==> src/gaps_pkg.sv <==
// Package for the grid path search: sizes, cell states, result codes, sequencer states.
// No dependencies; used by every module under src.
`default_nettype none
package gaps_pkg;
    localparam int GRID_SIDE_DEF = 8;
    // cell index is {row, column}, three bits each
    localparam int CELL_BITS     = 6;
    localparam int CELLS         = 1 << CELL_BITS;
    localparam int COUNT_BITS    = CELL_BITS + 1;
    localparam logic [3:0] NBR_DONE = 4'd8;
    localparam logic [1:0] ST_NONE   = 2'd0;
    localparam logic [1:0] ST_OPEN   = 2'd1;
    localparam logic [1:0] ST_CLOSED = 2'd2;
    localparam logic [1:0] RS_ROUTE  = 2'd0;
    localparam logic [1:0] RS_NOPATH = 2'd1;
    localparam logic [1:0] RS_SAME   = 2'd2;
    localparam logic [2:0] CFG_W  = 3'd0;
    localparam logic [2:0] CFG_H  = 3'd1;
    localparam logic [2:0] CFG_SX = 3'd2;
    localparam logic [2:0] CFG_SY = 3'd3;
    localparam logic [2:0] CFG_GX = 3'd4;
    localparam logic [2:0] CFG_GY = 3'd5;

    typedef enum logic [3:0] {
        S_IDLE, S_CLEAR, S_NBR, S_NBR_CHK, S_SEL_LIST, S_SEL_CELL, S_SEL_CMP,
        S_LOAD_CUR, S_TRACE_RD, S_TRACE_OUT, S_FAIL, S_SAME
    } state_t;
endpackage
`default_nettype wire

==> src/gaps_open_list.sv <==
// Open list kept in insertion order: append-only, one registered read port.
// Depends on gaps_pkg.
`default_nettype none
module gaps_open_list #(
    parameter int CELLS = gaps_pkg::CELLS
) (
    input  wire logic                           clk,
    input  wire logic                           rst_n,
    input  wire logic                           clr,
    input  wire logic                           push,
    input  wire logic [gaps_pkg::CELL_BITS-1:0] push_cell,
    input  wire logic [$clog2(CELLS)-1:0]       rd_pos,
    output logic      [gaps_pkg::CELL_BITS-1:0] rd_cell,
    output logic      [$clog2(CELLS+1)-1:0]     count
);
    localparam int IW = $clog2(CELLS);
    logic [gaps_pkg::CELL_BITS-1:0] mem [CELLS];
    logic [gaps_pkg::CELL_BITS-1:0] rd_cell_reg;
    logic [$clog2(CELLS+1)-1:0]     count_reg;

    always_ff @(posedge clk)
    begin
        if (push)
        begin
            mem[count_reg[IW-1:0]] <= push_cell;
        end
        rd_cell_reg <= mem[rd_pos];
    end

    always_ff @(posedge clk or negedge rst_n)
    begin
        if (!rst_n)
        begin
            count_reg <= '0;
        end
        else if (clr)
        begin
            count_reg <= '0;
        end
        else if (push)
        begin
            count_reg <= count_reg + 1'b1;
        end
    end

    assign rd_cell = rd_cell_reg;
    assign count = count_reg;
endmodule
`default_nettype wire

==> src/grid_astar_path_search.sv <==
// A* route search on an 8-connected grid of up to 8x8 cells. A load word (op 0)
// is taken and busy stays low. A search word (op 1) raises busy and, unless start
// equals goal, first clears the cell state store. Each expansion then checks every
// neighbor slot, reads the store for a neighbor inside the grid, closes the cell,
// and picks the next cell by rescanning every cell ever put on the open list.
// Route words come goal first with start excluded; a no-path or start-equals-goal
// result is a single word.
// Each word is valid for one cycle on out_valid, the receiver cannot stall, and
// the final word carries last. Write configuration only while busy is low.
`default_nettype none
module grid_astar_path_search #(
    parameter int GRID_SIDE = gaps_pkg::GRID_SIDE_DEF
) (
    input  wire logic       clk,
    input  wire logic       rst_n,
    input  wire logic       start,
    output logic            busy,
    input  wire logic       op,
    input  wire logic [2:0] cell_x,
    input  wire logic [2:0] cell_y,
    input  wire logic       walkable,
    input  wire logic       cfg_we,
    input  wire logic [2:0] cfg_index,
    input  wire logic [3:0] cfg_data,
    output logic            out_valid,
    output logic [2:0]      route_x,
    output logic [2:0]      route_y,
    output logic [1:0]      status,
    output logic            last
);
    localparam int CB = gaps_pkg::CELL_BITS;
    localparam int CELLS = gaps_pkg::CELLS;
    localparam int PW = gaps_pkg::COUNT_BITS;
    localparam logic [3:0] SIDE4 = 4'(GRID_SIDE);

    gaps_pkg::state_t state_reg, state_next;

    logic [3:0] gw_reg, gh_reg;
    logic [2:0] sx_reg, sy_reg, gx_reg, gy_reg;

    // per-cell store
    logic          walk_mem [CELLS];
    logic [1:0]    st_mem [CELLS];
    logic [CB-1:0] par_mem [CELLS];
    logic [6:0]    cost_mem [CELLS];
    logic [7:0]    score_mem [CELLS];

    logic          walk_rd_reg;
    logic [1:0]    st_rd_reg;
    logic [CB-1:0] par_rd_reg;
    logic [6:0]    cost_rd_reg;
    logic [7:0]    score_rd_reg;

    logic [2:0]    cx_reg, cx_next, cy_reg, cy_next;
    logic [6:0]    ccost_reg, ccost_next;
    logic [3:0]    nb_reg, nb_next;
    logic [PW-1:0] pos_reg, pos_next;
    logic [CB-1:0] best_reg, best_next;
    logic [7:0]    bscore_reg, bscore_next;
    logic          bvalid_reg, bvalid_next;
    logic [CB-1:0] clr_reg, clr_next;
    logic [CB-1:0] trace_reg, trace_next;

    logic [3:0] wdim, hdim, wm1, hm1;
    logic [2:0] w1, h1, sxc, syc, gxc, gyc;

    always_comb
    begin
        wdim = (gw_reg == 4'd0) ? 4'd1 : ((gw_reg > SIDE4) ? SIDE4 : gw_reg);
        hdim = (gh_reg == 4'd0) ? 4'd1 : ((gh_reg > SIDE4) ? SIDE4 : gh_reg);
        wm1 = wdim - 4'd1;
        hm1 = hdim - 4'd1;
        w1 = wm1[2:0];
        h1 = hm1[2:0];
        sxc = (sx_reg > w1) ? w1 : sx_reg;
        syc = (sy_reg > h1) ? h1 : sy_reg;
        gxc = (gx_reg > w1) ? w1 : gx_reg;
        gyc = (gy_reg > h1) ? h1 : gy_reg;
    end

    logic [CB-1:0] s_idx, g_idx, cur_idx;
    assign s_idx = {syc, sxc};
    assign g_idx = {gyc, gxc};
    assign cur_idx = {cy_reg, cx_reg};

    // neighbor offsets plus one: column outer, row inner, center skipped
    function automatic logic [3:0] nbr_offset(input logic [3:0] k);
        logic [3:0] r;
        case (k)
            4'd0:    r = {2'd0, 2'd0};
            4'd1:    r = {2'd0, 2'd1};
            4'd2:    r = {2'd0, 2'd2};
            4'd3:    r = {2'd1, 2'd0};
            4'd4:    r = {2'd1, 2'd2};
            4'd5:    r = {2'd2, 2'd0};
            4'd6:    r = {2'd2, 2'd1};
            4'd7:    r = {2'd2, 2'd2};
            default: r = 4'd0;
        endcase
        return r;
    endfunction

    logic [3:0]    noff;
    logic [3:0]    nx4, ny4;
    logic          nb_in;
    logic [CB-1:0] n_idx;
    logic [2:0]    hdx, hdy, heur;
    logic [6:0]    ncost;
    logic [7:0]    nscore;

    assign noff = nbr_offset(nb_reg);
    // a step left of column zero wraps to 15 and fails the range check
    assign nx4 = {1'b0, cx_reg} + {2'b0, noff[3:2]} - 4'd1;
    assign ny4 = {1'b0, cy_reg} + {2'b0, noff[1:0]} - 4'd1;
    assign nb_in = (nx4 <= {1'b0, w1}) && (ny4 <= {1'b0, h1});
    assign n_idx = {ny4[2:0], nx4[2:0]};
    assign hdx = (nx4[2:0] > gxc) ? nx4[2:0] - gxc : gxc - nx4[2:0];
    assign hdy = (ny4[2:0] > gyc) ? ny4[2:0] - gyc : gyc - ny4[2:0];
    assign heur = (hdx > hdy) ? hdx : hdy;
    assign ncost = ccost_reg + 7'd1;
    assign nscore = {1'b0, ncost} + {5'd0, heur};

    // open list
    logic          ol_clr, ol_push;
    logic [CB-1:0] ol_rd_cell;
    logic [PW-1:0] ol_count;

    gaps_open_list #(.CELLS(CELLS)) u_open (
        .clk(clk), .rst_n(rst_n), .clr(ol_clr), .push(ol_push), .push_cell(n_idx),
        .rd_pos(pos_reg[CB-1:0]), .rd_cell(ol_rd_cell), .count(ol_count)
    );

    // cell store controls
    logic          load_we;
    logic          wr_clear, wr_open, wr_close;
    logic [CB-1:0] mem_raddr;

    assign load_we = (state_reg == gaps_pkg::S_IDLE) && start && !op
                     && ({1'b0, cell_x} < SIDE4) && ({1'b0, cell_y} < SIDE4);

    always_ff @(posedge clk)
    begin
        if (load_we)
        begin
            walk_mem[{cell_y, cell_x}] <= walkable;
        end
        if (wr_clear)
        begin
            st_mem[clr_reg] <= gaps_pkg::ST_NONE;
        end
        else if (wr_open)
        begin
            st_mem[n_idx] <= gaps_pkg::ST_OPEN;
        end
        else if (wr_close)
        begin
            st_mem[cur_idx] <= gaps_pkg::ST_CLOSED;
        end
        if (wr_open)
        begin
            par_mem[n_idx]   <= cur_idx;
            cost_mem[n_idx]  <= ncost;
            score_mem[n_idx] <= nscore;
        end
        walk_rd_reg  <= walk_mem[mem_raddr];
        st_rd_reg    <= st_mem[mem_raddr];
        par_rd_reg   <= par_mem[mem_raddr];
        cost_rd_reg  <= cost_mem[mem_raddr];
        score_rd_reg <= score_mem[mem_raddr];
    end

    always_ff @(posedge clk or negedge rst_n)
    begin
        if (!rst_n)
        begin
            gw_reg <= 4'd8; gh_reg <= 4'd8;
            sx_reg <= 3'd0; sy_reg <= 3'd0; gx_reg <= 3'd7; gy_reg <= 3'd7;
        end
        else if (cfg_we)
        begin
            case (cfg_index)
                gaps_pkg::CFG_W:  gw_reg <= cfg_data;
                gaps_pkg::CFG_H:  gh_reg <= cfg_data;
                gaps_pkg::CFG_SX: sx_reg <= cfg_data[2:0];
                gaps_pkg::CFG_SY: sy_reg <= cfg_data[2:0];
                gaps_pkg::CFG_GX: gx_reg <= cfg_data[2:0];
                gaps_pkg::CFG_GY: gy_reg <= cfg_data[2:0];
                default: ;
            endcase
        end
    end

    always_ff @(posedge clk or negedge rst_n)
    begin
        if (!rst_n)
        begin
            state_reg <= gaps_pkg::S_IDLE;
            cx_reg <= '0; cy_reg <= '0; ccost_reg <= '0;
            nb_reg <= '0; pos_reg <= '0; best_reg <= '0; bscore_reg <= '0;
            bvalid_reg <= 1'b0; clr_reg <= '0; trace_reg <= '0;
        end
        else
        begin
            state_reg <= state_next;
            cx_reg <= cx_next; cy_reg <= cy_next; ccost_reg <= ccost_next;
            nb_reg <= nb_next; pos_reg <= pos_next; best_reg <= best_next;
            bscore_reg <= bscore_next; bvalid_reg <= bvalid_next;
            clr_reg <= clr_next; trace_reg <= trace_next;
        end
    end

    // next state
    always_comb
    begin
        state_next = state_reg;
        cx_next = cx_reg; cy_next = cy_reg; ccost_next = ccost_reg;
        nb_next = nb_reg; pos_next = pos_reg; best_next = best_reg;
        bscore_next = bscore_reg; bvalid_next = bvalid_reg;
        clr_next = clr_reg; trace_next = trace_reg;
        case (state_reg)
            gaps_pkg::S_IDLE:
            begin
                if (start && op)
                begin
                    cx_next = sxc; cy_next = syc; ccost_next = '0;
                    nb_next = '0; clr_next = '0;
                    state_next = (s_idx == g_idx) ? gaps_pkg::S_SAME : gaps_pkg::S_CLEAR;
                end
            end
            gaps_pkg::S_CLEAR:
            begin
                clr_next = clr_reg + 1'b1;
                if (clr_reg == CB'(CELLS - 1))
                begin
                    state_next = gaps_pkg::S_NBR;
                end
            end
            gaps_pkg::S_NBR:
            begin
                if (nb_reg == gaps_pkg::NBR_DONE)
                begin
                    pos_next = '0;
                    bvalid_next = 1'b0;
                    state_next = gaps_pkg::S_SEL_LIST;
                end
                else if (nb_in)
                begin
                    state_next = gaps_pkg::S_NBR_CHK;
                end
                else
                begin
                    nb_next = nb_reg + 4'd1;
                end
            end
            gaps_pkg::S_NBR_CHK:
            begin
                nb_next = nb_reg + 4'd1;
                state_next = gaps_pkg::S_NBR;
            end
            gaps_pkg::S_SEL_LIST:
            begin
                if (pos_reg >= ol_count)
                begin
                    state_next = bvalid_reg ? gaps_pkg::S_LOAD_CUR : gaps_pkg::S_FAIL;
                end
                else
                begin
                    state_next = gaps_pkg::S_SEL_CELL;
                end
            end
            gaps_pkg::S_SEL_CELL:
            begin
                state_next = gaps_pkg::S_SEL_CMP;
            end
            gaps_pkg::S_SEL_CMP:
            begin
                // skip closed entries; strict less-than keeps the earliest on a tie
                if (st_rd_reg == gaps_pkg::ST_OPEN && (!bvalid_reg || score_rd_reg < bscore_reg))
                begin
                    best_next = ol_rd_cell;
                    bscore_next = score_rd_reg;
                    bvalid_next = 1'b1;
                end
                pos_next = pos_reg + 1'b1;
                state_next = gaps_pkg::S_SEL_LIST;
            end
            gaps_pkg::S_LOAD_CUR:
            begin
                cx_next = best_reg[2:0];
                cy_next = best_reg[5:3];
                ccost_next = cost_rd_reg;
                nb_next = '0;
                trace_next = best_reg;
                state_next = (best_reg == g_idx) ? gaps_pkg::S_TRACE_RD : gaps_pkg::S_NBR;
            end
            gaps_pkg::S_TRACE_RD:
            begin
                state_next = gaps_pkg::S_TRACE_OUT;
            end
            gaps_pkg::S_TRACE_OUT:
            begin
                trace_next = par_rd_reg;
                state_next = (par_rd_reg == s_idx) ? gaps_pkg::S_IDLE : gaps_pkg::S_TRACE_RD;
            end
            gaps_pkg::S_FAIL, gaps_pkg::S_SAME:
            begin
                state_next = gaps_pkg::S_IDLE;
            end
            default:
            begin
                state_next = gaps_pkg::S_IDLE;
            end
        endcase
    end

    // outputs and store controls
    always_comb
    begin
        busy = (state_reg != gaps_pkg::S_IDLE);
        out_valid = 1'b0;
        route_x = '0; route_y = '0; status = gaps_pkg::RS_ROUTE; last = 1'b0;
        mem_raddr = trace_reg;
        wr_clear = 1'b0; wr_open = 1'b0; wr_close = 1'b0;
        ol_clr = 1'b0; ol_push = 1'b0;
        case (state_reg)
            gaps_pkg::S_IDLE:
            begin
                ol_clr = start && op;
            end
            gaps_pkg::S_CLEAR:
            begin
                wr_clear = 1'b1;
            end
            gaps_pkg::S_NBR:
            begin
                mem_raddr = n_idx;
                wr_close = (nb_reg == gaps_pkg::NBR_DONE);
            end
            gaps_pkg::S_NBR_CHK:
            begin
                // admit a fresh neighbor that is walkable or is the goal
                if (st_rd_reg == gaps_pkg::ST_NONE && (walk_rd_reg || n_idx == g_idx))
                begin
                    wr_open = 1'b1;
                    ol_push = 1'b1;
                end
            end
            gaps_pkg::S_SEL_LIST:
            begin
                mem_raddr = best_reg;
            end
            gaps_pkg::S_SEL_CELL:
            begin
                mem_raddr = ol_rd_cell;
            end
            gaps_pkg::S_TRACE_OUT:
            begin
                out_valid = 1'b1;
                route_x = trace_reg[2:0];
                route_y = trace_reg[5:3];
                last = (par_rd_reg == s_idx);
            end
            gaps_pkg::S_FAIL:
            begin
                out_valid = 1'b1; status = gaps_pkg::RS_NOPATH; last = 1'b1;
            end
            gaps_pkg::S_SAME:
            begin
                out_valid = 1'b1; status = gaps_pkg::RS_SAME; last = 1'b1;
            end
            default: ;
        endcase
    end

    assert property (@(posedge clk) disable iff (!rst_n) out_valid |-> busy)
        else $error("result outside a search");
    assert property (@(posedge clk) disable iff (!rst_n)
        (out_valid && status != gaps_pkg::RS_ROUTE) |-> last)
        else $error("status word without last");
    assert property (@(posedge clk) disable iff (!rst_n)
        (out_valid && last) |=> !busy)
        else $error("search kept running after last word");
endmodule
`default_nettype wire
==> config.mk <==
export PLATFORM = sky130hd
export DESIGN_NAME = grid_astar_path_search
export DESIGN_NICKNAME = d
export VERILOG_FILES = /design/src/gaps_pkg.sv /design/src/gaps_open_list.sv /design/src/grid_astar_path_search.sv
export SDC_FILE = /design/constraint.sdc
export NUM_CORES = 2
export LEC_CHECK = 0
export BUFFER_PORTS_ARGS = -buffer_cell sky130_fd_sc_hd__buf_2
export CAP_MARGIN = 25
export CORE_ASPECT_RATIO = 0.9
export CORE_MARGIN = 3
export CORE_UTILIZATION = 32
export CTS_CLUSTER_DIAMETER = 120
export DETAILED_ROUTE_END_ITERATION = 12
export SYNTH_ARGS = -nofsm -noshare
export SYNTH_HDL_FRONTEND = slang
export SYNTH_SLANG_ARGS = --single-unit
export TNS_END_PERCENT = 30
==> constraint.sdc <==
create_clock -name clk -period 28.4 [get_ports clk]
set_input_delay 5.68 -clock clk [delete_from_list [all_inputs] [get_ports clk]]
set_output_delay 5.68 -clock clk [all_outputs]
set_load 0.05 [all_outputs]
== Word level (Yosys, flattened, before mapping) ==
Memories as Yosys holds them, arrays and structs flattened. A register that Yosys moved wholly into a read port is not among the register bits.
Index checks and enable logic that the tools add are counted.

* Output and inout bits: 11
* Memories: 7
* Bits of input ports: 19
* ROM bits: 32
* Register bits: 82
* Logic and storage cells: 194
* Memory bits (writable): 1920

* Reduce and logical (&&, ||, !) cells: 39
* Equal/unequal tests: 30
* $add $sub $neg: 16
* Multiplexer cells: 71
* $lt $le $gt $ge: 13

{| class="wikitable"
|+ Memories
! memory !! depth !! width !! read ports !! clocked after Yosys merged registers in !! wr ports !! RTL line !! text
|-
| score_mem || 64 || 8 || 1 || 1 || 1 || grid_astar_path_search.sv:46 || <nowiki>logic [7:0] score_mem [CELLS];</nowiki>
|-
| cost_mem || 64 || 7 || 1 || 1 || 1 || grid_astar_path_search.sv:45 || <nowiki>logic [6:0] cost_mem [CELLS];</nowiki>
|-
| par_mem || 64 || 6 || 1 || 1 || 1 || grid_astar_path_search.sv:44 || <nowiki>logic [CB-1:0] par_mem [CELLS];</nowiki>
|-
| u_open.mem || 64 || 6 || 1 || 1 || 1 || gaps_open_list.sv:17 || <nowiki>logic [gaps_pkg::CELL_BITS-1:0] mem [CELLS];</nowiki>
|-
| st_mem || 64 || 2 || 1 || 1 || 1 || grid_astar_path_search.sv:43 || <nowiki>logic [1:0] st_mem [CELLS];</nowiki>
|-
| walk_mem || 64 || 1 || 1 || 1 || 1 || grid_astar_path_search.sv:42 || <nowiki>logic walk_mem [CELLS];</nowiki>
|-
| +1 memories || - || - || - || - || - || - ||
|}

{| class="wikitable"
|+ Operators by type and width
! cell !! number
|-
| two-way mux 4 bit || 13
|-
| two-way mux 3 bit || 15
|-
| one-hot mux 4 bit (10 select lines) || 1
|-
| two-way mux 7 bit || 4
|-
| one-hot mux 7 bit (2 select lines) || 2
|-
| equality test 6 bit || 4
|-
| one-hot mux 6 bit (2 select lines) || 2
|-
| two-way mux 1 bit || 22
|-
| adder 7 x 1 -> 7 bit, second input constant || 3
|-
| > comparator 3 bit || 7
|-
| equality test 4 bit, second input constant || 5
|-
| AND reduction 2 bit || 10
|-
| two-way mux 6 bit || 3
|-
| one-hot mux 6 bit (3 select lines) || 1
|-
| equality test 4 x 3 -> 1 bit, second input constant || 4
|-
| one-hot mux 4 bit (4 select lines) || 1
|-
| logical NOT 4 bit || 3
|-
| one-hot mux 3 bit (2 select lines) || 2
|-
| subtractor 3 bit || 4
|-
| != test 2 bit, second input constant || 5
|-
| nonzero test 2 bit || 5
|-
| adder 3 x 2 -> 4 bit || 2
|-
| adder 7 x 3 -> 8 bit || 1
|-
| equality test 4 x 2 -> 1 bit, second input constant || 2
|-
| other kinds (29) || 48
|}

== Logic depth before layout (Yosys ltp) ==
* Word-level depth: 17
* Depth in mapped cells: 26

== Modules after synthesis ==
From an unflattened synthesis, not the netlist that was laid out.

* Cell total of the unflattened synthesis: 6212
* Area, all modules: 83134.7 um^2

{| class="wikitable"
|+ By module, submodules not included
! module !! times used !! area an instance (um^2) !! sequential area each (um^2) !! cells an instance
|-
| grid_astar_path_search || 1 || 67527.3 || 48491.5 || 5456
|-
| gaps_open_list || 1 || 15607.5 || 11826.3 || 756
|}

== Least setup slack after synthesis ==
No wires, ideal clock.

* Path type: register -> register
* Start: register cx_reg[1]
* End: memory score_mem[0][7] (data pin)
* Path buffers: 0
* Data required time: 27.719 ns
* Cell stages (with the launch flop): 20
* Arrival time: 8.259 ns
* Period minus slack after synthesis: 8.940 ns
* Path slack: 19.460 ns
* Cells stage by stage: dfrtp_1 inv_1 ha_1 inv_1 ha_1 fa_1 ha_1 a31oi_1 mux2i_1 inv_1 ha_1 a21o_1 a21oi_1 a31oi_1 mux2i_1 ha_1 a21o_1 a21oi_1 or3_1 nor3_1

* Cells in the longest elaborated chain, start to end: 7
* Elaborated cells between the ends (all ways): 9
* Those cells by class: add/sub: 5; order compare: 2; mux: 2

{| class="wikitable"
|+ Ends and longest elaborated chain
! item !! RTL line !! text
|-
| start: declaration || grid_astar_path_search.sv:54 || <nowiki>logic [2:0] cx_reg, cx_next, cy_reg, cy_next;</nowiki>
|-
| start signal: assignment || grid_astar_path_search.sv:205 || <nowiki>cx_reg <= cx_next; cy_reg <= cy_next; ccost_reg <= ccost_next;</nowiki>
|-
| adder 3 x 2 -> 4 bit * || grid_astar_path_search.sv:113 || <nowiki>assign nx4 = {1'b0, cx_reg} + {2'b0, noff[3:2]} - 4'd1;</nowiki>
|-
| subtractor 4 x 1 -> 4 bit * || grid_astar_path_search.sv:113 ||
|-
| named net nx4[2] || grid_astar_path_search.sv:104 || <nowiki>logic [3:0] nx4, ny4;</nowiki>
|-
| subtractor 3 bit / > comparator 3 bit (equally long branches) || grid_astar_path_search.sv:117 || <nowiki>assign hdx = (nx4[2:0] > gxc) ? nx4[2:0] - gxc : gxc - nx4[2:0];</nowiki>
|-
| two-way mux 3 bit * || grid_astar_path_search.sv:117 ||
|-
| > comparator 3 bit || grid_astar_path_search.sv:119 || <nowiki>assign heur = (hdx > hdy) ? hdx : hdy;</nowiki>
|-
| two-way mux 3 bit * || grid_astar_path_search.sv:119 ||
|-
| adder 7 x 3 -> 8 bit * || grid_astar_path_search.sv:121 || <nowiki>assign nscore = {1'b0, ncost} + {5'd0, heur};</nowiki>
|-
| named net nscore[7] || grid_astar_path_search.sv:109 || <nowiki>logic [7:0] nscore;</nowiki>
|-
| end: declaration || grid_astar_path_search.sv:46 ||
|}

Mark *: on every way through the listed nets, which the timed path passes. The rest lies on a longest branch.

== Final worst setup path ==
* Start: register gh_reg[1]
* End: output port last

* Cells in the longest elaborated chain, start to end: 8
* Elaborated cells between the ends (all ways): 9
* Those cells by class: add/sub: 1; order compare: 2; eq/ne: 1; mux: 4; reduce/logical: 1

{| class="wikitable"
|+ Ends and longest elaborated chain
! item !! RTL line !! text
|-
| start: declaration || grid_astar_path_search.sv:38 || <nowiki>logic [3:0] gw_reg, gh_reg;</nowiki>
|-
| start signal: assignment || grid_astar_path_search.sv:183 || <nowiki>gaps_pkg::CFG_H: gh_reg <= cfg_data;</nowiki>
|-
| > comparator 4 bit || grid_astar_path_search.sv:70 || <nowiki>hdim = (gh_reg == 4'd0) ? 4'd1 : ((gh_reg > SIDE4) ? SIDE4 : gh_reg);</nowiki>
|-
| two-way mux 3 bit || grid_astar_path_search.sv:70 ||
|-
| two-way mux 3 bit * || grid_astar_path_search.sv:70 ||
|-
| subtractor 3 x 1 -> 3 bit * || grid_astar_path_search.sv:72 || <nowiki>hm1 = hdim - 4'd1;</nowiki>
|-
| > comparator 3 bit || grid_astar_path_search.sv:76 || <nowiki>syc = (sy_reg > h1) ? h1 : sy_reg;</nowiki>
|-
| two-way mux 3 bit * || grid_astar_path_search.sv:76 ||
|-
| equality test 6 bit * || grid_astar_path_search.sv:361 || <nowiki>last = (par_rd_reg == s_idx);</nowiki>
|-
| one-hot mux 1 bit (2 select lines) * || grid_astar_path_search.sv:325 || <nowiki>case (state_reg)</nowiki>
|-
| end: declaration || grid_astar_path_search.sv:29 || <nowiki>output logic last</nowiki>
|}

Every way passes the cells marked *; elsewhere a longest branch is shown, timed or not.

==> out/results.txt <==
top layer in use -> met5
Post-Place Cell Area -> 0.08612 mm^2
CTS tree -> yes
DR vias -> 43850
WS Path Type -> register to output pin
Post-Route Utilization -> 0.3655
worst reg-to-reg setup slack -> 20.37 ns
Final Hold Fails -> 0
Worst setup EP type -> output pin
Syn-to-layout area delta -> 13.45%
WHS Path Cells -> 2
CTS root buf -> clkbuf_16
Worst R2R End -> score_mem[37][6]
wire length on met2 -> 92820 um
worst-path maximum fanout -> 10
Seq/Total Area, Yosys -> 0.7404
Startpoint Class -> register
Slew HR -> 0.3168
largest register by flop count -> score_mem
Hold EP -> ccost_reg[6]
WP data required -> 22.72 ns
CORE AREA -> 0.2529 mm^2
Port Buf Inserts -> 29
placed wire-length estimate -> 114900 um
Mapped Area -> 0.08147 mm^2
async set-reset flop share out of synthesis -> 0.04035
outcome -> finished clean
clk_skew -> 0.07231 ns
Synthesized Nets -> 4765
Detailed Route Iter0 Violations -> 4708
WL final -> 202300 um
top flop regs -> score_mem (512), cost_mem (448)
worst skew pair latency -> 0.83 ns
antenna-violating nets left -> 0
Largest register FFs -> 512
worst slew pin tran -> 1.022 ns
final setup violating endpoints -> 0
Worst EP arrival -> 4.28 ns
Vias per Instance -> 5.282
Yosys reg bits -> 2032
fraction of layout cells with a size suffix above 1 -> 0.1953
prevailing post-synth register cell -> edfxtp_1
GPL Wtd Cong -> 0.8347
CTS Buffer Depth -> 3
largest net degree at the start of global routing -> 133
MaxCap Viol Count -> 0
met3 routed WL -> 16380 um
max-slew violation count -> 0
DIE WIDTH -> 537.9 um
vias in the first global route -> 43120
R2R Path Start -> nb_reg[0]
crit path cell chain -> nor2_1 -> o21bai_1 -> ha_1 -> xor2_1 -> inv_2 -> maj3_1 -> a21o_1 -> xor2_1 -> nand4_1 -> nor3_1 -> o21a_1 -> buf_2
WL met1 -> 88770 um
CTS H-tree lvls -> 4
R2R depth -> 25
Initial Util -> 0.3221
drc violations -> 0
RSZ-0062 raised after global routing -> no
Tcrit/Tclk final -> 0.3507
Setup Buffers After CTS -> 0
grt ovf -> 0
CP most frequent cell -> xor2_1
initial antenna violation count -> 23
CP peak stage delay -> 0.43 ns
Nets -> 4855
post_cts resized -> 0
Cell Rows -> 175
Critical-path top delay cell -> dfrtp_1
Syn Inst Count -> 4687
post-route cell area -> 0.09242 mm^2
cts hold-fix bufs -> 0
setup TNS -> 0 ns
TritonRoute pass-1 iters -> 6
Bufs and invs on worst path -> 2
wire per inst -> 24.37 um
CTS Buf Count -> 192
HP Class -> register to register
# clock sinks -> 2032
die area -> 0.2607 mm^2
f_max -> 100.4 MHz
Synth Area per Inst -> 17.38 um^2
io pins -> 30
Crit path max-delay family -> compound AO/OA/AOI/OAI gates
die height -> 484.7 um
Total GRT Usage -> 0.1526
yosys warns -> 0
Post-synth EDFFs -> 1920
first-pass GRT wire length -> 296700 um
Hold Startpoint -> cost_rd_reg[6]
Yosys cell types -> 67
Reg clk slew, reported paths -> 0.07 ns
Period minus WS final -> 9.960 ns
-- synthesized netlist by cell type, types with 41 or more instances --
cell type     n  area (um^2)
edfxtp_1   1920        57660
o21ai_0      41        205.2
nand3_1      59        295.3
dfrtp_1      74         1852
ha_1         52        650.6
mux4_2      364         8198
a21oi_1     132        660.6
a211oi_1    140         1051
nor2_1      320         1201
clkbuf_1    199        747.0
nand2_1     411         1543
inv_1        56        210.2
and2_1      154        963.4
a22oi_1     194         1456
a31oi_1     151        944.7
-- worst reg2reg max path: cells and delay by family (launching register included) --
family                   cells  cell delay [ns]
adder cells (fa/ha/maj)      7             2.21
buffers and inverters        6             1.81
AO/OA/AOI/OAI                7             1.29
XOR/XNOR                     1             0.80
AND/OR/NAND/NOR              2             0.57
multiplexers                 2             0.54
flip-flops                   1             0.43
-- per-layer routing --
metal	GRT usage	vias to the layer above
met4	0.03679	4
met1	0.2239	23070
met2	0.2321	1691
met3	0.03157	266
li1	-	18810
met5	0	-
-- logic make-up after synthesis --
logic type	count (synthesis)	synth area share
compound gates	726	0.05973
mux	421	0.1081
flops	2032	0.7404
simple gates	1067	0.05965
fa+ha+maj	64	0.01032
buf+inv	334	0.01712
xor+xnor	43	0.004623
-- stage by stage --
step           instances  hold slack [ns]  worst slack [ns]
2_1_floorplan       4687           0.3983             19.46
3_3_place_gp        7940           0.4043             19.27
3_5_place_dp        7943           0.4032             19.32
4_1_cts             8297           0.4143             18.41
5_1_grt             8301           0.4476             18.15
6_report            8302           0.4144             18.44
-- layout by cell type (no fill, tap or decap), types with 9 or more instances in the layout --
cell and instances:
edfxtp_1 1920, nand2_1 411, mux4_2 364, nor2_1 251
a22oi_1 194, clkbuf_16 192, and2_1 154, a31oi_1 151
a211oi_1 140, a21oi_1 132, buf_4 131, nor2_2 64
dfrtp_1 64, nand3_1 59, clkbuf_1 52, inv_1 48
ha_1 48, o21ai_0 41, clkinv_1 36, mux2_2 33
dfxtp_1 30, buf_2 29, clkinv_2 28, mux2i_1 24
or4_1 24, xor2_1 20, nand2b_1 18, xnor2_1 17
bufinv_16 16, a21o_1 13, nor2b_1 12, nor3_1 11
inv_2 9, clkinvlp_4 9
-- worst max-delay path by stage --
| stage | end | cells after the start | from | slack (ns) |
|---|---|---|---|---|
| after floorplan | score_mem[0][7] | 19 | cx_reg[1] | 19.46 |
| after global placement | last | 11 | gw_reg[1] | 19.27 |
| after detailed placement | last | 12 | gh_reg[1] | 19.32 |
| after CTS | last | 12 | gh_reg[1] | 18.41 |
| after global routing | last | 12 | gh_reg[1] | 18.15 |
| final | last | 12 | gh_reg[1] | 18.44 |
-- final cells by class --
| type | instances | area [um^2] |
|---|---|---|
| clock inverters | 104 | 1156 |
| clock buffers | 250 | 5082 |
| flip-flops and latches | 2032 | 60340 |
| fillers | 23290 | 160500 |
| repair buffers | 170 | 1319 |
| inverters | 60 | 225.2 |
| diodes | 2 | 5.005 |
| well taps | 3363 | 4208 |
| multi-input cells | 2321 | 20090 |
Power is not shown: default switching activity piles up to over one toggle a cycle in this logic, so the estimate is an artifact.
